$ cat config.mk
export PLATFORM = sky130hd
export DESIGN_NAME = sga_ram
export DESIGN_NICKNAME = d
export VERILOG_FILES = /design/src/design/segmented_semiglobal_alignment_top_macros.svh /design/src/design/sga_ram.sv
export SDC_FILE = /design/constraint.sdc
export NUM_CORES = 1
export LEC_CHECK = 0
export ABC_AREA = 1
export ABC_CLOCK_PERIOD_IN_PS = 1530
export BUFFER_PORTS_ARGS = -buffer_cell sky130_fd_sc_hd__buf_2
export CORE_UTILIZATION = 25
export DETAILED_ROUTE_END_ITERATION = 16
export PLACE_DENSITY = 0.36
export SYNTH_ARGS = -nofsm -noshare
export SYNTH_HDL_FRONTEND = slang
export SYNTH_SLANG_ARGS = --single-unit
$ cat constraint.sdc
create_clock -name clk -period 1.53 [get_ports clk]
set_input_delay 0.2295 -clock clk [delete_from_list [all_inputs] [get_ports clk]]
set_output_delay 0.2295 -clock clk [all_outputs]
set_load 0.005 [all_outputs]
$ cat src/design/segmented_semiglobal_alignment_top_macros.svh
// Assertion macros shared by the alignment block.
// Each macro expects signals named clk and rst_n in the module that uses it.
`ifndef SEGMENTED_SEMIGLOBAL_ALIGNMENT_TOP_MACROS_SVH
`define SEGMENTED_SEMIGLOBAL_ALIGNMENT_TOP_MACROS_SVH

// Same-cycle implication.
`define SGA_ASSERT_IMPL(name, ante, cons, msg) \
  name: assert property (@(posedge clk) disable iff (!rst_n) (ante) |-> (cons)) else $error(msg);

// Next-cycle implication.
`define SGA_ASSERT_NEXT(name, ante, cons, msg) \
  name: assert property (@(posedge clk) disable iff (!rst_n) (ante) |=> (cons)) else $error(msg);

`endif

$ cat src/design/sga_ram.sv
`timescale 1ns / 1ps
// ----------------------------------------------------------------------------
// sga_ram
// Simple dual-port synchronous RAM with registered read.
// ----------------------------------------------------------------------------
module sga_ram #(
  parameter int W = 8,
  parameter int D = 128
) (
  input  logic                 clk,
  input  logic                 we,
  input  logic [$clog2(D)-1:0] wa,
  input  logic [W-1:0]         wd,
  input  logic                 re,
  input  logic [$clog2(D)-1:0] ra,
  output logic [W-1:0]         q
);
  logic [W-1:0] mem [D];

  // Write port.
  always_ff @(posedge clk) begin
    if (we) begin
      mem[wa] <= wd;
    end
  end

  // Read port, data held until the next read.
  always_ff @(posedge clk) begin
    if (re) begin
      q <= mem[ra];
    end
  end
endmodule

# Yosys cells after proc, flatten, opt, wreduce, memory -nomap -nowiden

Memories as Yosys holds them, arrays and structs flattened. A register that Yosys moved wholly into a read port is not among the register bits.
Index checks and enable logic that the tools add are counted.

Mux-type cells: 2

Operators with widths:

| cell              | number |
|---|---|
| 1-bit two-way mux | 2 |

Bits in registers: 0
RAM bits: 1024
Output and inout port bits: 8
Memories: 1

Memory list:

| name | depth | bits a word | read ports | clocked after Yosys merged registers in | write ports | RTL line      | source |
|---|---|---|---|---|---|---|---|
| mem  | 128   | 8           | 1          | 1                                       | 1           | sga_ram.sv:18 | `logic [W-1:0] mem [D];` |

# Logic depth before layout (Yosys ltp)

Depth after elaboration: 2
Depth in mapped cells: 14

# Least setup slack after synthesis

Ideal clock, no wire load.

Path type: input port to flip-flop
From: input port we
To: memory mem[105][0], enable pin
Arrival time: 1215 ps
Slack: -55 ps
Stages on the path: 4
Buffers on the path: 2
Cells stage by stage: clkbuf_1 > nand2_1 > clkbuf_1 > nor2_1

Word-level cells in the longest chain between the ends: 2

RTL lines:

| item                                    | RTL line      | source |
|---|---|---|
| start, declared                         | sga_ram.sv:11 | `input logic we,` |
| 1-bit two-way mux                       | sga_ram.sv:22 | `if (we) begin` |
| 1-bit two-way mux (implied by the code) | sga_ram.sv:23 | `mem[wa] <= wd;` |
| end, declared                           | sga_ram.sv:18 |  |

No other way between the ends.

# Final worst setup path

From: register q[6] (read register of mem)
To: output port q[6]

RTL lines:

| item            | RTL line      | source |
|---|---|---|
| start, declared | sga_ram.sv:16 | `output logic [W-1:0] q` |

No word-level cell between the ends.

==> results_dict.tcl <==
set metrics [dict create \
    drcViolationCount 0 \
    grt_pass1_vias 28300 \
    clk_pin_slew_worst_paths_ns 0.06 \
    cts-root-buf "clkbuf_16" \
    max_slew_margin_pct 60.5 \
    fin_ws_ns -0.160 \
    wl_um 141000 \
    cp_num_buf_inv 1 \
    avgSynthCellArea_um2 11.8 \
    ys_types 13 \
    ir_drop_v 0.000867 \
    crit_family "flip-flops" \
    die_area_mm2 0.170 \
    worstMarginPinSlew_ns 0.592 \
    worstPathRequired_ns 1.30 \
    cap_violations 0 \
    gr-total-overflow 0 \
    htreeDepth 3 \
    dp_hpwl_um 90600 \
    ys_ff_latch 1032 \
    synthesis.nets 3600 \
    synth_area_mm2 0.0422 \
    top_usage_layer "met2" \
    finalCoreUtilization_pct 32.2 \
    ys_seq_area_share_pct 73.5 \
    start_util_pct 25.2 \
    ant_nets 0 \
    place_congestion 0.788 \
    power_density_mw_per_mm2 1170 \
    fmax_mhz 592 \
    synth_cells 3575 \
    drv_slew 0 \
    setup_viol 9 \
    use_met3_pct 2.50 \
    boundaryPins 33 \
    portBuffers 32 \
    status "complete, but fails checks" \
    grt_pass1_wl_um 204000 \
    core_area_mm2 0.167 \
    use_met2_pct 25.9 \
    grtUsageTotal_pct 16.5 \
    slowest_stage "edfxtp_1" \
    num_rows 150 \
    met1_usage_pct 23.6 \
    grt_max_degree 57 \
    via_count 28200 \
    crit_chain "buf_2" \
    first_iter_violations 2175 \
    layout-drive-gt1-share_pct 22.7 \
    cts-buffers-inserted 117 \
    die_h_um 413 \
    synth_warnings 0 \
    max_stage_delay_ns 0.53 \
    drtPass1Iterations 5 \
    holdWs_ns 0.102 \
    drt-vias-per-instance 4.52 \
    finalClockSkew_ns 0.0249 \
    cts_tree "done" \
    clkLatencyLatePin_ns 0.74 \
    cp-end-kind "primary output" \
    hold_violations 0 \
    leakage_nw 19.4 \
    violations "setup timing" \
    nNetsFinal 3958 \
    rsz0062_at_grt "yes" \
    finalCritPeriodShare_pct 110 \
    cp.arrival_ns 1.46 \
    syn_to_final_growth_pct 27.8 \
    cts_num_sinks 1032 \
    cts_buffer_depth 3 \
    die_x_um 413 \
    finalCriticalPeriod_ns 1.69 \
    crit_fanout 1 \
    post_drt_wl_per_cell_um 22.7 \
    antenna_found_initial 5 \
    hp-class "input pin to flop" \
    worstSetupPathType "flop to primary output" \
    start_kind "flop" \
]
[what timing repair did]
action / in CTS / in global routing
endpoints found under the setup margin: 16 / 16
hold endpoints to repair: 195 / 0
buffers inserted: 0 / 4
gates resized for setup: 179 / 182
pin swaps: 55 / 122
gates cloned: 0 / 4
hold buffers: 9 / 0
[cells in the mapped netlist (all sizes together)]
library cell | instances | area, µm²
buf | 197 | 1210
inv | 24 | 97.6
nor2 | 134 | 503
nand3 | 931 | 4660
nand2 | 1215 | 4560
clkbuf | 34 | 128
nor3 | 8 | 40.0
edfxtp | 1032 | 31000
[through the flow]
stage | setup WS [ns] | total power, mW | TNS, ns | area (µm²) | std cells
floorplan | -0.0553 | 33.9 | -30.98 | 42200 | 3575
global placement | -1.18 | 36.7 | -259.11 | 48500 | 6002
detailed placement | -1.16 | 36.6 | -254.08 | 48500 | 6002
CTS | -0.230 | 63.5 | -1.47 | 52900 | 6227
global route | -0.268 | 65.0 | -1.61 | 53900 | 6235
finish | -0.160 | 62.8 | -0.811 | 53900 | 6238
[flip-flops by register name, indices dropped and copies added (netlist names)]
name / flops
q: 8
mem: 1024
[path summary, 6_finish.rpt]
path                    from    to  slack [ns]  cells past startpoint
hold reg to reg   mem[36][6]  q[6]        1.02                     10
setup / recovery        q[6]  q[6]       -0.16                      1
hold / removal         ra[6]  q[0]        0.10                      3
setup reg to reg  mem[11][0]  q[0]           0                     10
[placed cells by master, fill, tap and decap left out, drive strengths merged]
cell	Yosys	layout
nand2	1215	1215
edfxtp	1032	1032
nand3	931	931
buf	197	457
clkbuf	34	153
nor2	134	134
clkinv	0	61
inv	24	26
dlygate4sd3	0	9
nor3	8	8
diode	0	3
bufinv	0	3
clkinvlp	0	2
[report_power, final]
group          leakage (nW)  switching, mW  internal [mW]
logic                  8.44           3.47           1.75
registers              9.29         0.0592           31.2
clock network          1.72           11.7           14.6
total                  19.4           15.2           47.6
[cells by family after synthesis]
kind of cell | after synthesis | share of synthesized area (%)
buf+inv | 255 | 3.39
flops | 1032 | 73.5
simple gates | 2288 | 23.1
[tightest hold or removal path: stages]
cell and delay (ns):
buf_2 0.24, nand2_1 0.14, nand2_1 0.04
[final cells by class]
class	count	area, µm²
diodes	3	7.51
clock buffers	149	3070
clock inverters	68	453
fillers	16900	113000
inverters	24	126
multi-input cells	2288	11400
flip-flops and latches	1032	31000
well taps	2204	2760
repair buffers	470	5130
[routing by layer]
metal  up-vias  wire (µm)
met4         6       2540
met1     14100      67400
li1      13400          -
met2       557      65100
met3       150       6390
met5         -         23
No activity file was read; power rests on OpenSTA's default activity.
