`config.mk`:
```
export PLATFORM = sky130hd
export DESIGN_NAME = sga_ctrl_flat
export DESIGN_NICKNAME = d
export VERILOG_FILES = /design/src/design/sga_pkg.sv /design/src/design/sga_in_if.sv /design/src/design/sga_out_if.sv /design/src/design/sga_ctrl.sv /design/src/flat_wrapper.sv
export VERILOG_INCLUDE_DIRS = /design/src /design/src/design
export SDC_FILE = /design/constraint.sdc
export NUM_CORES = 1
export LEC_CHECK = 0
export BUFFER_PORTS_ARGS = -buffer_cell sky130_fd_sc_hd__buf_2
export CAP_MARGIN = 20
export CORE_UTILIZATION = 40
export CTS_CLUSTER_DIAMETER = 150
export CTS_CLUSTER_SIZE = 25
export DETAILED_ROUTE_END_ITERATION = 16
export GPL_TIMING_DRIVEN = 0
export HOLD_SLACK_MARGIN = 0.15
export SLEW_MARGIN = 20
export SYNTH_ARGS = -nofsm -noshare
export SYNTH_HDL_FRONTEND = slang
export SYNTH_SLANG_ARGS = --single-unit
```
`constraint.sdc`:
```
create_clock -name clk -period 10.1 [get_ports clk]
set_input_delay 1.515 -clock clk [delete_from_list [all_inputs] [get_ports clk]]
set_output_delay 1.515 -clock clk [all_outputs]
set_load 0.01 [all_outputs]
```
`src/design/segmented_semiglobal_alignment_top_macros.svh`:
```
// Assertion macros shared by the alignment block.
// Each macro expects signals named clk and rst_n in the module that uses it.
`ifndef SEGMENTED_SEMIGLOBAL_ALIGNMENT_TOP_MACROS_SVH
`define SEGMENTED_SEMIGLOBAL_ALIGNMENT_TOP_MACROS_SVH

// Same-cycle implication.
`define SGA_ASSERT_IMPL(name, ante, cons, msg) \
  name: assert property (@(posedge clk) disable iff (!rst_n) (ante) |-> (cons)) else $error(msg);

// Next-cycle implication.
`define SGA_ASSERT_NEXT(name, ante, cons, msg) \
  name: assert property (@(posedge clk) disable iff (!rst_n) (ante) |=> (cons)) else $error(msg);

`endif

```
`src/design/sga_pkg.sv`:
```
`timescale 1ns / 1ps
// ----------------------------------------------------------------------------
// sga_pkg
// Types, codes and cost helpers of the segmented semi-global aligner.
// ----------------------------------------------------------------------------
package sga_pkg;

  localparam int MAX_LEN = 128;
  localparam int IDX_W   = 7;
  localparam int CNT_W   = 8;
  localparam int PC_W    = 9;
  localparam int COST_W  = 10;
  localparam int MC_W    = 4;

  localparam logic [7:0] GAP_CH = 8'h2D;
  localparam logic [COST_W-1:0] COST_MAX = 10'd1023;

  // Input function codes.
  localparam logic [2:0] FN_LOAD_READ = 3'd0;
  localparam logic [2:0] FN_LOAD_REF  = 3'd1;
  localparam logic [2:0] FN_CLEAR     = 3'd2;
  localparam logic [2:0] FN_ALIGN     = 3'd3;
  localparam logic [2:0] FN_READ_COL  = 3'd4;

  // Result kinds.
  localparam logic [1:0] KIND_SUMMARY = 2'd0;
  localparam logic [1:0] KIND_COLUMN  = 2'd1;
  localparam logic [1:0] KIND_NONE    = 2'd2;

  // Path step codes.
  localparam logic [1:0] OP_DEL = 2'd0;
  localparam logic [1:0] OP_INS = 2'd1;
  localparam logic [1:0] OP_SUB = 2'd2;

  typedef enum logic [3:0] {
    ST_IDLE, ST_FROW, ST_FUP, ST_FDG, ST_FWR, ST_FDONE,
    ST_TSTEP, ST_TR1, ST_TR2, ST_TR3, ST_TDEC, ST_SUM,
    ST_RISS, ST_REMIT, ST_NONE
  } state_t;

  typedef struct packed {
    logic       we;
    logic [6:0] wa;
    logic [8:0] wd;
    logic       re;
    logic [6:0] ra;
  } rd_req_t;

  typedef struct packed {
    logic        we;
    logic [6:0]  wa;
    logic [15:0] wd;
    logic        re;
    logic [6:0]  ra;
  } rf_req_t;

  typedef struct packed {
    logic        we;
    logic [13:0] wa;
    logic [9:0]  wd;
    logic        re;
    logic [13:0] ra;
  } cm_req_t;

  typedef struct packed {
    logic       we;
    logic [7:0] wa;
    logic [1:0] wd;
    logic       re;
    logic [7:0] ra;
  } pa_req_t;

  function automatic logic is_lower(input logic [7:0] ch);
    return (ch >= 8'h61) && (ch <= 8'h7A);
  endfunction

  function automatic logic [7:0] upper_of(input logic [7:0] ch);
    return is_lower(ch) ? ch - 8'h20 : ch;
  endfunction

  // Cost of reference byte against read byte.
  function automatic logic [MC_W-1:0] pair_cost(input logic [7:0] refc,
                                                input logic [7:0] rdc,
                                                input logic [MC_W-1:0] mc);
    logic [MC_W-1:0] res;
    if (is_lower(rdc)) res = '0;
    else if (upper_of(refc) == rdc) res = '0;
    else res = mc;
    return res;
  endfunction

  function automatic logic [COST_W-1:0] sat_add(input logic [COST_W-1:0] a,
                                                input logic [MC_W-1:0] b);
    logic [COST_W:0] s;
    s = {1'b0, a} + {{(COST_W-MC_W+1){1'b0}}, b};
    return s[COST_W] ? COST_MAX : s[COST_W-1:0];
  endfunction

  // Matrix cell value: row zero and column zero are implicit.
  function automatic logic [COST_W-1:0] cell_val(input logic [CNT_W-1:0] r,
                                                 input logic [CNT_W-1:0] c,
                                                 input logic [COST_W-1:0] q);
    logic [COST_W-1:0] res;
    if (r == '0) res = '0;
    else if (c == '0) res = {{(COST_W-CNT_W){1'b0}}, r};
    else res = q;
    return res;
  endfunction

  // Address of cell (r, c) with r and c both at least one.
  function automatic logic [13:0] cell_addr(input logic [CNT_W-1:0] r,
                                            input logic [CNT_W-1:0] c);
    logic [CNT_W-1:0] rm;
    logic [CNT_W-1:0] cm;
    rm = r - 8'd1;
    cm = c - 8'd1;
    return {rm[IDX_W-1:0], cm[IDX_W-1:0]};
  endfunction

endpackage

```
`src/design/sga_in_if.sv`:
```
`timescale 1ns / 1ps
// ----------------------------------------------------------------------------
// sga_in_if
// Input channel: one command item per transfer.
// ----------------------------------------------------------------------------
interface sga_in_if;
  logic       valid;
  logic       ready;
  logic [2:0] func;
  logic [7:0] read_base;
  logic       segment_end;
  logic [7:0] ref_base;
  logic [7:0] raw_base;

  modport source (output valid, func, read_base, segment_end, ref_base, raw_base,
                  input ready);
  modport sink (input valid, func, read_base, segment_end, ref_base, raw_base,
                output ready);
endinterface

```
`src/design/sga_out_if.sv`:
```
`timescale 1ns / 1ps
// ----------------------------------------------------------------------------
// sga_out_if
// Result channel: one summary or alignment column per transfer.
// ----------------------------------------------------------------------------
interface sga_out_if;
  logic       valid;
  logic       ready;
  logic [1:0] kind;
  logic [7:0] read_out;
  logic [7:0] raw_out;
  logic [7:0] ref_out;
  logic [1:0] step_kind;
  logic [9:0] total_cost;
  logic [8:0] path_length;
  logic       no_path;
  logic       last_column;

  modport source (output valid, kind, read_out, raw_out, ref_out, step_kind,
                  total_cost, path_length, no_path, last_column, input ready);
  modport sink (input valid, kind, read_out, raw_out, ref_out, step_kind,
                total_cost, path_length, no_path, last_column, output ready);
endinterface

```
`src/design/sga_ctrl.sv`:
```
`timescale 1ns / 1ps
`include "segmented_semiglobal_alignment_top_macros.svh"
// ----------------------------------------------------------------------------
// sga_ctrl
// Sequencer for loads, matrix fill, traceback and column readout.
// ----------------------------------------------------------------------------
module sga_ctrl
  import sga_pkg::*;
(
  input  logic              clk,
  input  logic              rst_n,
  sga_in_if.sink            in_ch,
  sga_out_if.source         out_ch,
  input  logic              cfg_we,
  input  logic [MC_W-1:0]   cfg_data,
  output rd_req_t           rd_req,
  input  logic [8:0]        rd_q,
  output rf_req_t           rf_req,
  input  logic [15:0]       rf_q,
  output cm_req_t           cm_req,
  input  logic [COST_W-1:0] cm_q,
  output pa_req_t           pa_req,
  input  logic [1:0]        pa_q
);
  state_t state_r, state_nxt;
  logic [MC_W-1:0]   mc_r, mc_nxt;
  logic [CNT_W-1:0]  rcnt_r, rcnt_nxt, fcnt_r, fcnt_nxt;
  logic [CNT_W-1:0]  r_r, r_nxt, c_r, c_nxt;
  logic [CNT_W-1:0]  rq_r, rq_nxt, rqc_r, rqc_nxt;
  logic [COST_W-1:0] left_r, left_nxt, up_r, up_nxt, cur_r, cur_nxt;
  logic [COST_W-1:0] total_r, total_nxt;
  logic [PC_W-1:0]   pc_r, pc_nxt, ep_r, ep_nxt;
  logic [CNT_W-1:0]  wrow_r, wrow_nxt, wcol_r, wcol_nxt;
  logic              stuck_r, stuck_nxt;

  logic              ov_r, ov_nxt;
  logic [1:0]        kind_r, kind_nxt, sk_r, sk_nxt;
  logic [7:0]        rdo_r, rdo_nxt, rwo_r, rwo_nxt, rfo_r, rfo_nxt;
  logic [COST_W-1:0] tc_r, tc_nxt;
  logic [PC_W-1:0]   pl_r, pl_nxt;
  logic              np_r, np_nxt, lc_r, lc_nxt;

  logic              in_fire, out_free;
  logic [COST_W-1:0] cval, delv, insv, subv, minv;
  logic [7:0]        rd_b, rf_b, rw_b;
  logic              seg;
  logic [PC_W-1:0]   pidx;
  logic              cell_wr_ok;

  assign in_fire  = in_ch.valid && in_ch.ready;
  assign out_free = !ov_r || out_ch.ready;

  // Cost terms shared by the fill and the traceback.
  assign rd_b = rd_q[7:0];
  assign seg  = rd_q[8];
  assign rf_b = rf_q[7:0];
  assign rw_b = rf_q[15:8];
  assign cval = cell_val(rq_r, rqc_r, cm_q);
  assign delv = seg ? left_r : sat_add(left_r, pair_cost(rf_b, GAP_CH, mc_r));
  assign insv = sat_add(up_r, pair_cost(GAP_CH, rd_b, mc_r));
  assign subv = sat_add(cval, pair_cost(rf_b, rd_b, mc_r));
  always_comb begin
    minv = (delv < insv) ? delv : insv;
    if (subv < minv) minv = subv;
  end
  assign pidx = pc_r - ep_r - 9'd1;

  // Register stage.
  always_ff @(posedge clk) begin
    if (!rst_n) begin
      state_r <= ST_IDLE;
      mc_r    <= 4'd2;
      rcnt_r  <= '0;
      fcnt_r  <= '0;
      pc_r    <= '0;
      ep_r    <= '0;
      wrow_r  <= '0;
      wcol_r  <= '0;
      stuck_r <= 1'b0;
      ov_r    <= 1'b0;
    end else begin
      state_r <= state_nxt;
      mc_r    <= mc_nxt;
      rcnt_r  <= rcnt_nxt;
      fcnt_r  <= fcnt_nxt;
      pc_r    <= pc_nxt;
      ep_r    <= ep_nxt;
      wrow_r  <= wrow_nxt;
      wcol_r  <= wcol_nxt;
      stuck_r <= stuck_nxt;
      ov_r    <= ov_nxt;
    end
  end

  always_ff @(posedge clk) begin
    r_r     <= r_nxt;
    c_r     <= c_nxt;
    rq_r    <= rq_nxt;
    rqc_r   <= rqc_nxt;
    left_r  <= left_nxt;
    up_r    <= up_nxt;
    cur_r   <= cur_nxt;
    total_r <= total_nxt;
    kind_r  <= kind_nxt;
    sk_r    <= sk_nxt;
    rdo_r   <= rdo_nxt;
    rwo_r   <= rwo_nxt;
    rfo_r   <= rfo_nxt;
    tc_r    <= tc_nxt;
    pl_r    <= pl_nxt;
    np_r    <= np_nxt;
    lc_r    <= lc_nxt;
  end

  // Next state and memory requests.
  always_comb begin
    state_nxt = state_r;
    mc_nxt    = cfg_we ? cfg_data : mc_r;
    rcnt_nxt  = rcnt_r;
    fcnt_nxt  = fcnt_r;
    r_nxt     = r_r;
    c_nxt     = c_r;
    rq_nxt    = rq_r;
    rqc_nxt   = rqc_r;
    left_nxt  = left_r;
    up_nxt    = up_r;
    cur_nxt   = cur_r;
    total_nxt = total_r;
    pc_nxt    = pc_r;
    ep_nxt    = ep_r;
    wrow_nxt  = wrow_r;
    wcol_nxt  = wcol_r;
    stuck_nxt = stuck_r;
    ov_nxt    = ov_r && !out_ch.ready;
    kind_nxt  = kind_r;
    sk_nxt    = sk_r;
    rdo_nxt   = rdo_r;
    rwo_nxt   = rwo_r;
    rfo_nxt   = rfo_r;
    tc_nxt    = tc_r;
    pl_nxt    = pl_r;
    np_nxt    = np_r;
    lc_nxt    = lc_r;
    rd_req    = '0;
    rf_req    = '0;
    cm_req    = '0;
    pa_req    = '0;
    in_ch.ready = 1'b0;

    unique case (state_r)
      ST_IDLE: begin
        // Ready is high throughout this state, so valid marks a transfer.
        in_ch.ready = 1'b1;
        if (in_ch.valid) begin
          case (in_ch.func)
            FN_LOAD_READ: begin
              if (rcnt_r < CNT_W'(MAX_LEN)) begin
                rd_req.we = 1'b1;
                rd_req.wa = rcnt_r[IDX_W-1:0];
                rd_req.wd = {in_ch.segment_end, in_ch.read_base};
                rcnt_nxt  = rcnt_r + 8'd1;
              end
            end
            FN_LOAD_REF: begin
              if (fcnt_r < CNT_W'(MAX_LEN)) begin
                rf_req.we = 1'b1;
                rf_req.wa = fcnt_r[IDX_W-1:0];
                rf_req.wd = {in_ch.raw_base, in_ch.ref_base};
                fcnt_nxt  = fcnt_r + 8'd1;
              end
            end
            FN_CLEAR: begin
              rcnt_nxt  = '0;
              fcnt_nxt  = '0;
              pc_nxt    = '0;
              ep_nxt    = '0;
              wrow_nxt  = '0;
              wcol_nxt  = '0;
              stuck_nxt = 1'b0;
            end
            FN_ALIGN: begin
              r_nxt = 8'd1;
              if (rcnt_r == '0 || fcnt_r == '0) state_nxt = ST_FDONE;
              else state_nxt = ST_FROW;
            end
            FN_READ_COL: begin
              if (ep_r >= pc_r) state_nxt = ST_NONE;
              else state_nxt = ST_RISS;
            end
            default: ;
          endcase
        end
      end

      // Matrix fill, one cell at a time: up read, diagonal read, then write.
      ST_FROW: begin
        rd_req.re = 1'b1;
        rd_req.ra = 7'(r_r - 8'd1);
        c_nxt     = 8'd1;
        left_nxt  = {{(COST_W-CNT_W){1'b0}}, r_r};
        state_nxt = ST_FUP;
      end
      ST_FUP: begin
        cm_req.re = 1'b1;
        cm_req.ra = cell_addr(r_r - 8'd1, c_r);
        rq_nxt    = r_r - 8'd1;
        rqc_nxt   = c_r;
        rf_req.re = 1'b1;
        rf_req.ra = 7'(c_r - 8'd1);
        state_nxt = ST_FDG;
      end
      ST_FDG: begin
        up_nxt    = cval;
        cm_req.re = 1'b1;
        cm_req.ra = cell_addr(r_r - 8'd1, c_r - 8'd1);
        rq_nxt    = r_r - 8'd1;
        rqc_nxt   = c_r - 8'd1;
        state_nxt = ST_FWR;
      end
      ST_FWR: begin
        cm_req.we = 1'b1;
        cm_req.wa = cell_addr(r_r, c_r);
        cm_req.wd = minv;
        left_nxt  = minv;
        if (c_r == fcnt_r) begin
          if (r_r == rcnt_r) state_nxt = ST_FDONE;
          else begin
            r_nxt     = r_r + 8'd1;
            state_nxt = ST_FROW;
          end
        end else begin
          c_nxt     = c_r + 8'd1;
          state_nxt = ST_FUP;
        end
      end
      ST_FDONE: begin
        if (rcnt_r == '0) total_nxt = '0;
        else if (fcnt_r == '0) total_nxt = {{(COST_W-CNT_W){1'b0}}, rcnt_r};
        else total_nxt = left_r;
        r_nxt     = rcnt_r;
        c_nxt     = fcnt_r;
        pc_nxt    = '0;
        stuck_nxt = 1'b0;
        state_nxt = ST_TSTEP;
      end

      // Traceback: edges need no matrix read, inner cells read four cells.
      ST_TSTEP: begin
        if ((r_r == '0 && c_r == '0) || pc_r[PC_W-1]) begin
          wrow_nxt  = r_r;
          wcol_nxt  = c_r;
          ep_nxt    = '0;
          state_nxt = ST_SUM;
        end else if (r_r == '0) begin
          pa_req.we = 1'b1;
          pa_req.wa = pc_r[PC_W-2:0];
          pa_req.wd = OP_DEL;
          c_nxt     = c_r - 8'd1;
          pc_nxt    = pc_r + 9'd1;
        end else if (c_r == '0) begin
          pa_req.we = 1'b1;
          pa_req.wa = pc_r[PC_W-2:0];
          pa_req.wd = OP_INS;
          r_nxt     = r_r - 8'd1;
          pc_nxt    = pc_r + 9'd1;
        end else begin
          cm_req.re = 1'b1;
          cm_req.ra = cell_addr(r_r, c_r);
          rq_nxt    = r_r;
          rqc_nxt   = c_r;
          rd_req.re = 1'b1;
          rd_req.ra = 7'(r_r - 8'd1);
          rf_req.re = 1'b1;
          rf_req.ra = 7'(c_r - 8'd1);
          state_nxt = ST_TR1;
        end
      end
      ST_TR1: begin
        cur_nxt   = cval;
        cm_req.re = 1'b1;
        cm_req.ra = cell_addr(r_r, c_r - 8'd1);
        rq_nxt    = r_r;
        rqc_nxt   = c_r - 8'd1;
        state_nxt = ST_TR2;
      end
      ST_TR2: begin
        left_nxt  = cval;
        cm_req.re = 1'b1;
        cm_req.ra = cell_addr(r_r - 8'd1, c_r);
        rq_nxt    = r_r - 8'd1;
        rqc_nxt   = c_r;
        state_nxt = ST_TR3;
      end
      ST_TR3: begin
        up_nxt    = cval;
        cm_req.re = 1'b1;
        cm_req.ra = cell_addr(r_r - 8'd1, c_r - 8'd1);
        rq_nxt    = r_r - 8'd1;
        rqc_nxt   = c_r - 8'd1;
        state_nxt = ST_TDEC;
      end
      ST_TDEC: begin
        pa_req.wa = pc_r[PC_W-2:0];
        state_nxt = ST_TSTEP;
        if (delv == cur_r) begin
          pa_req.we = 1'b1;
          pa_req.wd = OP_DEL;
          c_nxt     = c_r - 8'd1;
          pc_nxt    = pc_r + 9'd1;
        end else if (insv == cur_r) begin
          pa_req.we = 1'b1;
          pa_req.wd = OP_INS;
          r_nxt     = r_r - 8'd1;
          pc_nxt    = pc_r + 9'd1;
        end else if (subv == cur_r) begin
          pa_req.we = 1'b1;
          pa_req.wd = OP_SUB;
          r_nxt     = r_r - 8'd1;
          c_nxt     = c_r - 8'd1;
          pc_nxt    = pc_r + 9'd1;
        end else begin
          // Dead end: stop and keep the part already traced.
          stuck_nxt = 1'b1;
          wrow_nxt  = r_r;
          wcol_nxt  = c_r;
          ep_nxt    = '0;
          state_nxt = ST_SUM;
        end
      end
      ST_SUM: begin
        if (out_free) begin
          ov_nxt    = 1'b1;
          kind_nxt  = KIND_SUMMARY;
          rdo_nxt   = '0;
          rwo_nxt   = '0;
          rfo_nxt   = '0;
          sk_nxt    = OP_DEL;
          tc_nxt    = total_r;
          pl_nxt    = pc_r;
          np_nxt    = stuck_r;
          lc_nxt    = 1'b0;
          state_nxt = ST_IDLE;
        end
      end

      // Column readout walks the path from its far end.
      ST_RISS: begin
        pa_req.re = 1'b1;
        pa_req.ra = pidx[PC_W-2:0];
        rd_req.re = 1'b1;
        rd_req.ra = wrow_r[IDX_W-1:0];
        rf_req.re = 1'b1;
        rf_req.ra = wcol_r[IDX_W-1:0];
        state_nxt = ST_REMIT;
      end
      ST_REMIT: begin
        if (out_free) begin
          ov_nxt   = 1'b1;
          kind_nxt = KIND_COLUMN;
          sk_nxt   = pa_q;
          rdo_nxt  = (pa_q != OP_DEL && !wrow_r[CNT_W-1]) ? rd_b : GAP_CH;
          rwo_nxt  = (pa_q != OP_INS && !wcol_r[CNT_W-1]) ? rw_b : GAP_CH;
          rfo_nxt  = (pa_q != OP_INS && !wcol_r[CNT_W-1]) ? rf_b : GAP_CH;
          tc_nxt   = '0;
          pl_nxt   = '0;
          np_nxt   = stuck_r;
          lc_nxt   = (ep_r + 9'd1) == pc_r;
          if (pa_q != OP_DEL) wrow_nxt = wrow_r + 8'd1;
          if (pa_q != OP_INS) wcol_nxt = wcol_r + 8'd1;
          ep_nxt    = ep_r + 9'd1;
          state_nxt = ST_IDLE;
        end
      end
      ST_NONE: begin
        if (out_free) begin
          ov_nxt    = 1'b1;
          kind_nxt  = KIND_NONE;
          rdo_nxt   = '0;
          rwo_nxt   = '0;
          rfo_nxt   = '0;
          sk_nxt    = OP_DEL;
          tc_nxt    = '0;
          pl_nxt    = '0;
          np_nxt    = 1'b0;
          lc_nxt    = 1'b0;
          state_nxt = ST_IDLE;
        end
      end
      default: state_nxt = ST_IDLE;
    endcase
  end

  // Result register outputs.
  assign out_ch.valid       = ov_r;
  assign out_ch.kind        = kind_r;
  assign out_ch.read_out    = rdo_r;
  assign out_ch.raw_out     = rwo_r;
  assign out_ch.ref_out     = rfo_r;
  assign out_ch.step_kind   = sk_r;
  assign out_ch.total_cost  = tc_r;
  assign out_ch.path_length = pl_r;
  assign out_ch.no_path     = np_r;
  assign out_ch.last_column = lc_r;

  // A cost write belongs to the fill and lies inside the loaded area.
  assign cell_wr_ok = state_r == ST_FWR && r_r != '0 && c_r != '0 &&
                      r_r <= rcnt_r && c_r <= fcnt_r;

  // Checks on the sequencer.
  `SGA_ASSERT_IMPL(a_cell_write, cm_req.we, cell_wr_ok, "cost write outside the filled area")
  `SGA_ASSERT_IMPL(a_path_write, pa_req.we, !pc_r[PC_W-1], "path write beyond the path store")
  `SGA_ASSERT_NEXT(a_align_busy, in_fire && in_ch.func == FN_ALIGN, state_r != ST_IDLE, "align did not start")
endmodule

```
`src/flat_wrapper.sv`:
```
// flat-port wrapper written by rule: the top's interface ports become plain ports
module sga_ctrl_flat import sga_pkg::*;
  (clk, rst_n, cfg_we, cfg_data, rd_req, rd_q, rf_req, rf_q, cm_req, cm_q, pa_req, pa_q, in_ch_valid, in_ch_func, in_ch_read_base, in_ch_segment_end, in_ch_ref_base, in_ch_raw_base, in_ch_ready, out_ch_valid, out_ch_kind, out_ch_read_out, out_ch_raw_out, out_ch_ref_out, out_ch_step_kind, out_ch_total_cost, out_ch_path_length, out_ch_no_path, out_ch_last_column, out_ch_ready);
  sga_in_if in_ch_i ();
  sga_out_if out_ch_i ();
  input  logic clk;
  input  logic rst_n;
  input  logic cfg_we;
  input  logic [MC_W-1:0] cfg_data;
  output rd_req_t rd_req;
  input  logic [8:0] rd_q;
  output rf_req_t rf_req;
  input  logic [15:0] rf_q;
  output cm_req_t cm_req;
  input  logic [COST_W-1:0] cm_q;
  output pa_req_t pa_req;
  input  logic [1:0] pa_q;
  input wire logic [$bits(in_ch_i.valid)-1:0] in_ch_valid;
  input wire logic [$bits(in_ch_i.func)-1:0] in_ch_func;
  input wire logic [$bits(in_ch_i.read_base)-1:0] in_ch_read_base;
  input wire logic [$bits(in_ch_i.segment_end)-1:0] in_ch_segment_end;
  input wire logic [$bits(in_ch_i.ref_base)-1:0] in_ch_ref_base;
  input wire logic [$bits(in_ch_i.raw_base)-1:0] in_ch_raw_base;
  output wire logic [$bits(in_ch_i.ready)-1:0] in_ch_ready;
  output wire logic [$bits(out_ch_i.valid)-1:0] out_ch_valid;
  output wire logic [$bits(out_ch_i.kind)-1:0] out_ch_kind;
  output wire logic [$bits(out_ch_i.read_out)-1:0] out_ch_read_out;
  output wire logic [$bits(out_ch_i.raw_out)-1:0] out_ch_raw_out;
  output wire logic [$bits(out_ch_i.ref_out)-1:0] out_ch_ref_out;
  output wire logic [$bits(out_ch_i.step_kind)-1:0] out_ch_step_kind;
  output wire logic [$bits(out_ch_i.total_cost)-1:0] out_ch_total_cost;
  output wire logic [$bits(out_ch_i.path_length)-1:0] out_ch_path_length;
  output wire logic [$bits(out_ch_i.no_path)-1:0] out_ch_no_path;
  output wire logic [$bits(out_ch_i.last_column)-1:0] out_ch_last_column;
  input wire logic [$bits(out_ch_i.ready)-1:0] out_ch_ready;
  assign in_ch_i.valid = in_ch_valid;
  assign in_ch_i.func = in_ch_func;
  assign in_ch_i.read_base = in_ch_read_base;
  assign in_ch_i.segment_end = in_ch_segment_end;
  assign in_ch_i.ref_base = in_ch_ref_base;
  assign in_ch_i.raw_base = in_ch_raw_base;
  assign in_ch_ready = in_ch_i.ready;
  assign out_ch_valid = out_ch_i.valid;
  assign out_ch_kind = out_ch_i.kind;
  assign out_ch_read_out = out_ch_i.read_out;
  assign out_ch_raw_out = out_ch_i.raw_out;
  assign out_ch_ref_out = out_ch_i.ref_out;
  assign out_ch_step_kind = out_ch_i.step_kind;
  assign out_ch_total_cost = out_ch_i.total_cost;
  assign out_ch_path_length = out_ch_i.path_length;
  assign out_ch_no_path = out_ch_i.no_path;
  assign out_ch_last_column = out_ch_i.last_column;
  assign out_ch_i.ready = out_ch_ready;
  sga_ctrl u_core (.clk(clk), .rst_n(rst_n), .in_ch(in_ch_i), .out_ch(out_ch_i), .cfg_we(cfg_we), .cfg_data(cfg_data), .rd_req(rd_req), .rd_q(rd_q), .rf_req(rf_req), .rf_q(rf_q), .cm_req(cm_req), .cm_q(cm_q), .pa_req(pa_req), .pa_q(pa_q));
endmodule
```
-- Word level (Yosys, flattened, before mapping)
Cells that the tools add are included.
- bits of input ports: 74
- bits in read-only memories: 0
- bits in latches: 0
- bits in writable memories: 0
- word-level logic and storage cells: 337
- flip-flop bits (word level): 181
- memories kept: 0
- mux-type cells: 159
- multiply operators: 0
- reductions and logical operators: 61
- order comparisons: 9
- div/mod/pow operators: 0
- shifts and indexed selects: 0
- bitwise operators: 0
- add/sub/neg operators: 18
- equal/unequal tests: 62
- operators by type and width (cell ; number):
    8-bit two-way mux ; 53
    9-bit two-way mux ; 16
    10-bit two-way mux ; 10
    24-bit two-way mux ; 4
    8-bit one-hot mux with 3 select lines ; 4
    8-bit one-hot mux with 2 select lines ; 5
    8-bit one-hot mux with 5 select lines ; 2
    9-bit one-hot mux with 4 select lines ; 2
    17-bit two-way mux ; 4
    8-bit one-hot mux with 4 select lines ; 2
    15-bit one-hot mux with 4 select lines ; 1
    4-bit two-way mux ; 13
    4-bit one-hot mux with 13 select lines ; 1
    8-bit by 1-bit adder with 8-bit output, second input constant ; 6
    8-bit logical NOT ; 6
    15-bit two-way mux ; 3
    10-bit by 4-bit adder with 11-bit output ; 3
    11-bit two-way mux ; 3
    2-bit by 1-bit != test with 1-bit output, second input constant ; 16
    10-bit == test ; 3
    10-bit one-hot mux with 3 select lines ; 1
    4-bit == test, second input constant ; 7
    25-bit two-way mux ; 1
    8-bit == test ; 3
    54 further kinds ; 140

-- Depth between registers and ports, before layout
Gate-level depths: netlist of run 1.
- depth in word-level cells: 13
- depth in mapped cells: 33
- gate-level depth less buffers: 32

-- Least setup slack after synthesis of run 1
No wires, ideal clock.
- kind: input port to output port
- start point: input rd_q[5]
- end point: output cm_req[23] (netlist name)
- slack: 1051 ps
- path buffers: 2
- arrival: 7534 ps
- required time: 8585 ps
- cell stages on the path: 30
- cells stage by stage: nor2b_1 -> nand2_1 -> a211oi_1 -> a31o_2 -> inv_1 -> and2_1 -> ha_1 -> nor2b_1 -> o31ai_1 -> o22ai_1 -> inv_1 -> ha_1 -> a21o_1 -> a21o_1 -> a21o_1 -> a21o_1 -> a211o_1 -> a221oi_2 -> clkbuf_1 -> a21oi_1 -> ha_1 -> a21o_1 -> a21o_1 -> a21oi_1 -> o21ai_0 -> nand2b_1 -> a21boi_2 -> buf_2 -> nor2_1 -> a211oi_1
- RTL lines (what ; RTL line ; text):
    start, declared ; flat_wrapper.sv:11 ; input logic [8:0] rd_q;
    end, declared ; flat_wrapper.sv:14 ; output cm_req_t cm_req;

==> impl_metrics.json, run 1 <==
{
  "synth-main-ff-cell": "edfxtp_1",
  "setup_viol": 0,
  "finalCriticalPeriod_ns": 9.87,
  "clock_skew_ns": 0.0169,
  "die_y_um": 186,
  "layout_commonest_cell": "buf_2",
  "power_density_mw_per_mm2": 222,
  "avgSynthCellArea_um2": 8.54,
  "routed_wl_um": 46800,
  "worst_slack_ns": 0.231,
  "tightest_slew_ns": 1.03,
  "grt_pass1_vias": 12349,
  "cts_sinks": 181,
  "dieArea_mm2": 0.0345,
  "cp_common_cell": "a21o_1",
  "gp_congestion": 0.953,
  "synthesis.nets": 1722,
  "status": "finished clean",
  "initial_core_util": 0.410,
  "drt-initial-drc-count": 1094,
  "cts_root_buffer": "clkbuf_16",
  "setup_tns_ns": 0,
  "p_leak_nw": 6.63,
  "holdCritPathClass": "reg2reg",
  "nets": 1989,
  "fp-row-count": 66,
  "drc": 0,
  "cts_tree": "done",
  "dpl_worst_slack_ns": -0.722,
  "grt.total_usage": 0.273,
  "drive_gt1_frac": 0.187,
  "syn_area_mm2": 0.0135,
  "synthToLayoutAreaGrowth_pct": 19.0,
  "cts_max_level": 4,
  "grt_max_degree": 27,
  "hold_viol": 0,
  "insertion_delay_ns": 0.45,
  "crit_type": "in2out",
  "crit_arrival_ns": 8.35,
  "dr.pass1.iters": 7,
  "layout.cells.most_common_list": "buf_2, nor2_1, nand2_1",
  "fmax_ghz": 0.101,
  "finalPower_mw": 3.57,
  "overflow": 0,
  "portBuffers": 239,
  "vias_per_cell": 5.75,
  "die_x_um": 186,
  "hpwlAfterDp_um": 36700,
  "cp-start-kind": "primary input",
  "synth_edf_count": 121,
  "cp-end-kind": "output pin",
  "clock_path_buffers": 2,
  "fin_util": 0.488,
  "grt_pass1_wl_um": 71400,
  "worstPathMaxFanout": 10,
  "vias": 13228,
  "worstPathRequired_ns": 8.59,
  "max_cap_viol_count": 0,
  "core_mm2": 0.0329,
  "wl_per_cell_um": 20.3,
  "antenna_found_initial": 0,
  "clk_pin_slew_ns": 0.07,
  "cp_slowest_cell": "fa_1",
  "cts_inserted_buffers": 17,
  "max_stage_delay_ns": 0.42,
  "antenna_cells": 0,
  "ant_nets": 0,
  "synth_cell_types": 92,
  "synthArstFlopShare": 0,
  "max_slew_margin": 0.307,
  "ys_ff_latch": 181,
  "ys_warn_count": 0,
  "drv_slew": 0,
  "vdd_drop_max_uv": 172,
  "yosysSeqAreaShare": 0.359,
  "finalCritPeriodShare": 0.977,
  "synthCells": 1580,
  "ios": 242
}
-- where the power goes --
part / internal, mW / switching, mW
combinational: 0.634 / 1.19
sequential: 0.956 / 0.113
clock: 0.332 / 0.341
total: 1.92 / 1.65
-- cell families (layout without fill, tap and decap cells) --
kind of cell               count (synthesis)  count (layout)  share of synthesized area
DFF                                      181             181                      0.359
AOI/OAI and AO/OA                        388             388                      0.195
buffers and inverters                    149             429                     0.0427
adders and majority gates                 68              68                     0.0653
muxes                                     21              21                     0.0158
and+or+nand+nor                          643             643                      0.237
xor gates and xnor gates                 130             130                     0.0855
-- repair_timing --
| item | CTS | global route |
|---|---|---|
| resized for setup | 13 | 11 |
| pin swaps | 0 | 1 |
| setup endpoints to repair | 10 | 10 |
| setup buffers | 0 | 5 |
| endpoints found under the hold margin | 0 | 0 |
| hold buffers | 0 | 0 |
-- synthesized netlist by cell type (24+ instances only) --
cell type,count,area share
edfxtp_1,121,0.27
inv_1,67,0.019
a21o_1,25,0.014
and2_1,67,0.031
nand2_1,156,0.043
nor2b_1,26,0.012
clkbuf_1,66,0.018
o21ai_0,74,0.027
xor2_1,70,0.045
ha_1,64,0.059
and3_1,28,0.013
dfxtp_1,60,0.089
a22oi_1,24,0.013
xnor2_1,59,0.038
nor3_1,30,0.011
nor2_1,171,0.048
a21oi_1,94,0.035
nand3_1,48,0.018
-- final timing paths --
kind	from	to	slack, ns	depth (start not counted)
worst max-delay path	rf_q[2]	cm_req[23]	0.23	30
worst min-delay path	u_core.stuck_r	u_core.stuck_r	0.50	2
worst max register to register	u_core.mc_r[0]	u_core.left_r[6]	2.99	29
worst min register to register	u_core.stuck_r	u_core.stuck_r	0.50	2
-- layer usage --
layer | up-vias | part of all wire | track usage
met1 | 6308 | 0.45 | 0.376
met4 | 0 | 0.029 | 0.101
met3 | 76 | 0.069 | 0.0440
met5 | - | 0 | 0
li1 | 6256 | - | -
met2 | 588 | 0.45 | 0.429
-- final cells by class --
class                           count  area [µm²]
Timing Repair Buffer              248        1280
Clock buffer                       18         429
Sequential cell                   181        4830
Clock inverter                     14         156
Inverter                           71         267
Fill cell                        3306       16800
Multi-Input combinational cell   1250        8210
Buffer                             78         317
Tap cell                          442         553
-- state kept, by name (all words and copies together) (netlist names), 9 cells and up --
signal                     cells
u_core.cur_r                  10
u_core.left_r                 10
u_core.out_ch.total_cost      10
u_core.total_r                10
u_core.up_r                   10
u_core.ep_r                    9
u_core.out_ch.path_length      9
u_core.pc_r                    9
-- metrics by stage --
step	instance area (µm²)	hold WS, ns	std cells
final	16000	0.498	2302
after global routing	16000	0.541	2302
after CTS	16000	0.496	2297
after detailed placement	15300	0.479	2265
after global placement	15200	0.463	2261
after floorplan	13500	0.449	1580
-- worst max-delay path: cells and delay by family --
family / cells / cell delay (ns)
buffers and inverters: 7 / 1.16
adders and majority gates: 4 / 1.26
and+or+nand+nor: 4 / 1.06
AOI/OAI and AO/OA: 15 / 3.31
No activity file was read; power rests on OpenSTA's default activity.
==> run 2: changes to the inputs <==
Settings changed: GPL_TIMING_DRIVEN 0 to default.
==> run 2 against run 1 <==
Die area unchanged. Critical path depth decreased by 1. Clock-buffer cell count decreased by 1. Maximum frequency increased by 2.3%. First-iteration DRC count increased by 7.6%. Wire length increased by 0.11%. Worst setup slack improved by 0.22 ns. Non-clock buffer count decreased by 61. Hold slack got worse by 0.0017 ns. Clock power decreased by 6.2%. Critical endpoint is now cm_req[20].
==> impl_metrics.json, run 2 (same netlist as run 1, synthesis figures left out) <==
{
  "status": "finished clean",
  "hpwlAfterDp_um": 36200,
  "cp_slowest_cell": "a211oi_1",
  "cts_sinks": 181,
  "max_cap_viol_count": 0,
  "cts_root_buffer": "clkbuf_16",
  "antenna_found_initial": 0,
  "routed_wl_um": 46900,
  "post_cts_buffers": 0,
  "grt.total_usage": 0.271,
  "vias": 13064,
  "cts_inserted_buffers": 17,
  "hold_viol": 0,
  "ant_nets": 0,
  "layout_commonest_cell": "buf_2",
  "power_density_mw_per_mm2": 220,
  "rsz0062_at_grt": "no",
  "finalCritPeriodShare": 0.955,
  "insertion_delay_ns": 0.45,
  "layout.cells.most_common_list": "buf_2, nor2_1, nand2_1",
  "finalPower_mw": 3.46,
  "setup_tns_ns": 0,
  "sw_frac_of_total": 0.461,
  "drv_slew": 0,
  "dr.pass1.iters": 5,
  "cts_tree": "done",
  "cp-end-kind": "output pin",
  "grt_pass1_vias": 12022,
  "grt_max_degree": 29,
  "fin_cells": 2241,
  "clock_skew_ns": 0.0159,
  "vdd_drop_max_uv": 147,
  "fp-row-count": 66,
  "p_leak_nw": 6.54,
  "cts_hold_buf": 0,
  "ios": 242,
  "dieArea_mm2": 0.0345,
  "fmax_ghz": 0.104,
  "cts_resized": 0,
  "synthToLayoutAreaGrowth_pct": 16.5,
  "cp_top_family": "compound AO/OA/AOI/OAI gates",
  "crit_buf_inv": 5,
  "wl_per_cell_um": 20.9,
  "drt-initial-drc-count": 1177,
  "crit_type": "in2out",
  "cp-start-kind": "primary input",
  "finalCriticalPeriod_ns": 9.65,
  "initial_core_util": 0.410,
  "vias_per_cell": 5.83,
  "gp_congestion": 0.948,
  "nets": 1928,
  "fill_cells": 3294,
  "worstRegToRegCells": 21,
  "tightest_slew_ns": 1.15,
  "hold_slack_ns": 0.497,
  "cp_common_cell": "a21o_1",
  "max_stage_delay_ns": 0.48,
  "portBuffers": 241,
  "hold_depth": 2,
  "regArea_mm2": 0.00483,
  "die_y_um": 186,
  "overflow": 0,
  "multiInputGateArea_mm2": 0.00813,
  "core_mm2": 0.0329,
  "p_sw_mw": 1.59,
  "worstPathRequired_ns": 8.59,
  "setup_viol": 0,
  "p_seq_frac": 0.349,
  "holdCritPathClass": "reg2reg",
  "clk_pin_slew_ns": 0.07,
  "max_slew_margin": 0.231,
  "grt_pass1_wl_um": 70400,
  "cts_max_level": 4,
  "crit_arrival_ns": 8.13,
  "die_x_um": 186,
  "internal_power_mw": 1.86,
  "antenna_cells": 0,
  "dpl.cell_count": 2209,
  "drive_gt1_frac": 0.192,
  "clock_path_buffers": 2,
  "drc": 0,
  "clock_power_share": 0.183,
  "worst-path-stages": 29,
  "combPwrFrac": 0.468,
  "worstPathMaxFanout": 19
}
run 2: changes by cell type in the layout (fill, tap and decap cells not counted), sizes merged:
| cell | delta |
|---|---|
| clkinvlp | +5 |
| clkinv | -1 |
| buf | +5 |
| clkbuf | -67 |
| inv | -3 |
run 2: worst register-to-register path, stage by stage, from the launching register on:
cell,delay [ns]
edfxtp_1,0.39
or4_1,0.63
nor2_2,0.29
nand2_1,0.10
a21oi_1,0.55
ha_1,0.33
inv_1,0.08
fa_1,0.43
nand2b_1,0.16
a21oi_1,0.58
and2_1,0.26
nand3_1,0.34
o21ai_0,0.43
ha_1,0.36
a21o_1,0.18
a21o_1,0.17
a21oi_1,0.12
o21ai_0,0.11
nor4_1,0.36
a21boi_4,0.23
a211oi_1,0.48
a221o_1,0.29
run 2: final timing paths:
kind / startpoint / slack (ns) / to
setup / recovery: rf_q[2] / 0.45 / cm_req[20]
hold / removal: u_core.stuck_r / 0.50 / u_core.stuck_r
setup reg to reg: u_core.rqc_r[5] / 3.06 / u_core.left_r[5]
hold reg to reg: u_core.stuck_r / 0.50 / u_core.stuck_r
run 2: final cells by class:
class                           instances  share of cell area
Multi-Input combinational cell       1250               0.517
Sequential cell                       181               0.308
Timing Repair Buffer                  265              0.0890
Tap cell                              442              0.0352
Clock buffer                           17              0.0271
Inverter                               71              0.0170
Clock inverter                         15             0.00669
run 2: power groups by stage:
stage                     logic [mW]  clock network [mW]  registers [mW]
after global routing            1.75               0.670            1.22
after floorplan                 1.16                   0            1.04
after global placement          1.57                   0            1.21
after detailed placement        1.57                   0            1.21
final                           1.62               0.631            1.21
after CTS                       1.58               0.640            1.20
run 2: per-layer routing:
metal  routed length, µm  global-route usage  up-vias
li1                    -                   -     6114
met1               21000               0.370     6352
met2               21300               0.433      526
met3                3110              0.0415       72
met4                1410              0.0928        0
met5                   0                   0        -
run 2: stage by stage:
| step | utilization | area (µm²) | setup WS (ns) |
|---|---|---|---|
| final | 0.478 | 15700 | 0.454 |
| after global routing | 0.478 | 15700 | 0.00903 |
| after CTS | 0.477 | 15700 | 0.219 |
| after detailed placement | 0.461 | 15200 | 0.259 |
| after global placement | 0.461 | 15200 | 0.432 |
| after floorplan | - | 13500 | 1.05 |
==> run 3: changes to the inputs <==
Settings changed: PLACE_DENSITY from default to 0.56, SETUP_SLACK_MARGIN from default to 0.5.
==> run 3 against run 2 <==
Cell count grew 0.85%. Critical path type unchanged. Sequential cell count is the same. Core utilization grew 0.91 points. Worst setup slack gained 0.33 ns. Largest cell class unchanged.
==> impl_metrics.json, run 3 (same netlist as run 1, synthesis figures left out) <==
{
  "status": "finished clean",
  "dieArea_mm2": 0.0345,
  "dpl_worst_slack_ns": 0.336,
  "portBuffers": 241,
  "tightest_slew_ns": 1.05,
  "power_density_mw_per_mm2": 226,
  "fill_cells": 3292,
  "worstRegToRegCells": 24,
  "cp_common_cell": "a21o_1",
  "drt-initial-drc-count": 1090,
  "max_stage_delay_ns": 0.44,
  "finalCriticalPeriod_ns": 9.32,
  "cp-start-kind": "primary input",
  "p_leak_nw": 6.66,
  "vdd_drop_max_uv": 166,
  "crit_arrival_ns": 7.80,
  "vias": 12973,
  "worstPathMaxFanout": 9,
  "wl_per_cell_um": 21.2,
  "grt.total_usage": 0.276,
  "antenna_cells": 0,
  "die_x_um": 186,
  "crit_type": "in2out",
  "fin_util": 0.487,
  "cts_hold_buf": 0,
  "setup_tns_ns": 0,
  "worstPathRequired_ns": 8.59,
  "clock_skew_ns": 0.0141,
  "layout.cells.most_common_list": "buf_2, nor2_1, nand2_1",
  "nets": 1948,
  "clock_path_buffers": 2,
  "ant_nets": 0,
  "initial_core_util": 0.410,
  "cp_slowest_cell": "fa_1",
  "ios": 242,
  "fmax_ghz": 0.107,
  "fin_cells": 2260,
  "holdCritPathClass": "reg2reg",
  "cp-end-kind": "output pin",
  "cts_sinks": 181,
  "insertion_delay_ns": 0.45,
  "hold_depth": 2,
  "antenna_found_initial": 0,
  "cts_inserted_buffers": 17,
  "hold_slack_ns": 0.521,
  "cts_max_level": 4,
  "overflow": 0,
  "drv_slew": 0,
  "hpwlAfterDp_um": 36100,
  "max_slew_margin": 0.296,
  "grt_pass1_vias": 11973,
  "dr.pass1.iters": 5,
  "worst_slack_ns": 0.784,
  "synthToLayoutAreaGrowth_pct": 18.7,
  "cts_root_buffer": "clkbuf_16",
  "core_mm2": 0.0329,
  "vias_per_cell": 5.74,
  "clk_pin_slew_ns": 0.07,
  "dpl.cell_count": 2214,
  "grt_pass1_wl_um": 71600,
  "die_y_um": 186,
  "gp_congestion": 0.956,
  "setup_viol": 0,
  "cts_tree": "done",
  "fp-row-count": 66,
  "grt_max_degree": 29,
  "hold_viol": 0,
  "finalCritPeriodShare": 0.922,
  "drc": 0,
  "layout_commonest_cell": "buf_2",
  "rsz0062_at_grt": "no",
  "max_cap_viol_count": 0,
  "routed_wl_um": 47900,
  "drive_gt1_frac": 0.211
}
==> run 3: cell count changes in the layout (fill, tap and decap cells not counted), moves of 3 or more <==
cell and delta:
o21ai_0 -3, a21oi_1 -3, buf_4 +19, a211oi_2 +6
inv_6 -4, a211oi_1 -7, a21oi_2 +3
==> run 3: layer usage <==
metal	GRT usage	vias to the layer above	part of all wire	wire length (µm)
met4	0.0846	0	0.023	1100
met1	0.382	6219	0.45	21400
met3	0.0419	69	0.072	3440
met5	0	-	0	0
li1	-	6148	-	-
met2	0.441	537	0.46	22000
==> run 3: cell type report <==
type | instances | area, µm² | share of cell area
Sequential cell | 181 | 4830 | 0.302
Tap cell | 442 | 553 | 0.0345
Clock inverter | 13 | 134 | 0.00836
Timing Repair Buffer | 285 | 1540 | 0.0962
Clock buffer | 18 | 429 | 0.0268
Multi-Input combinational cell | 1250 | 8250 | 0.516
Inverter | 71 | 267 | 0.0166
==> run 3: critical path, delay by kind of cell <==
kind | cells | cell delay (ns)
simple gates | 5 | 1.20
buf+inv | 8 | 1.07
compound gates | 15 | 2.73
fa+ha+maj | 4 | 1.29
==> run 3: stage by stage <==
| step | power [mW] | area (µm²) |
|---|---|---|
| global placement | 2.81 | 15200 |
| global route | 3.81 | 16000 |
| detailed placement | 2.81 | 15200 |
| CTS | 3.49 | 15800 |
| floorplan | 2.20 | 13500 |
| finish | 3.62 | 16000 |
==> run 3: what timing repair did <==
action                                 in CTS  in global routing
gates resized for setup                     6                 24
buffers inserted                            0                 15
setup endpoints to repair                   8                 10
endpoints found under the hold margin       0                  0
pin swaps                                   0                  5
==> run 3: path summary, 6_finish.rpt <==
check                                      from          endpoint  slack (ns)
worst min-delay path             u_core.stuck_r    u_core.stuck_r        0.52
worst max register to register  u_core.rqc_r[1]  u_core.left_r[2]        3.31
worst min register to register   u_core.stuck_r    u_core.stuck_r        0.52
worst max-delay path                    rf_q[2]        cm_req[22]        0.78
==> run 3: power breakdown <==
| group | total [mW] | switching [mW] | internal, mW |
|---|---|---|---|
| registers | 1.16 | 0.204 | 0.960 |
| clock network | 0.660 | 0.299 | 0.361 |
| logic | 1.79 | 1.14 | 0.657 |
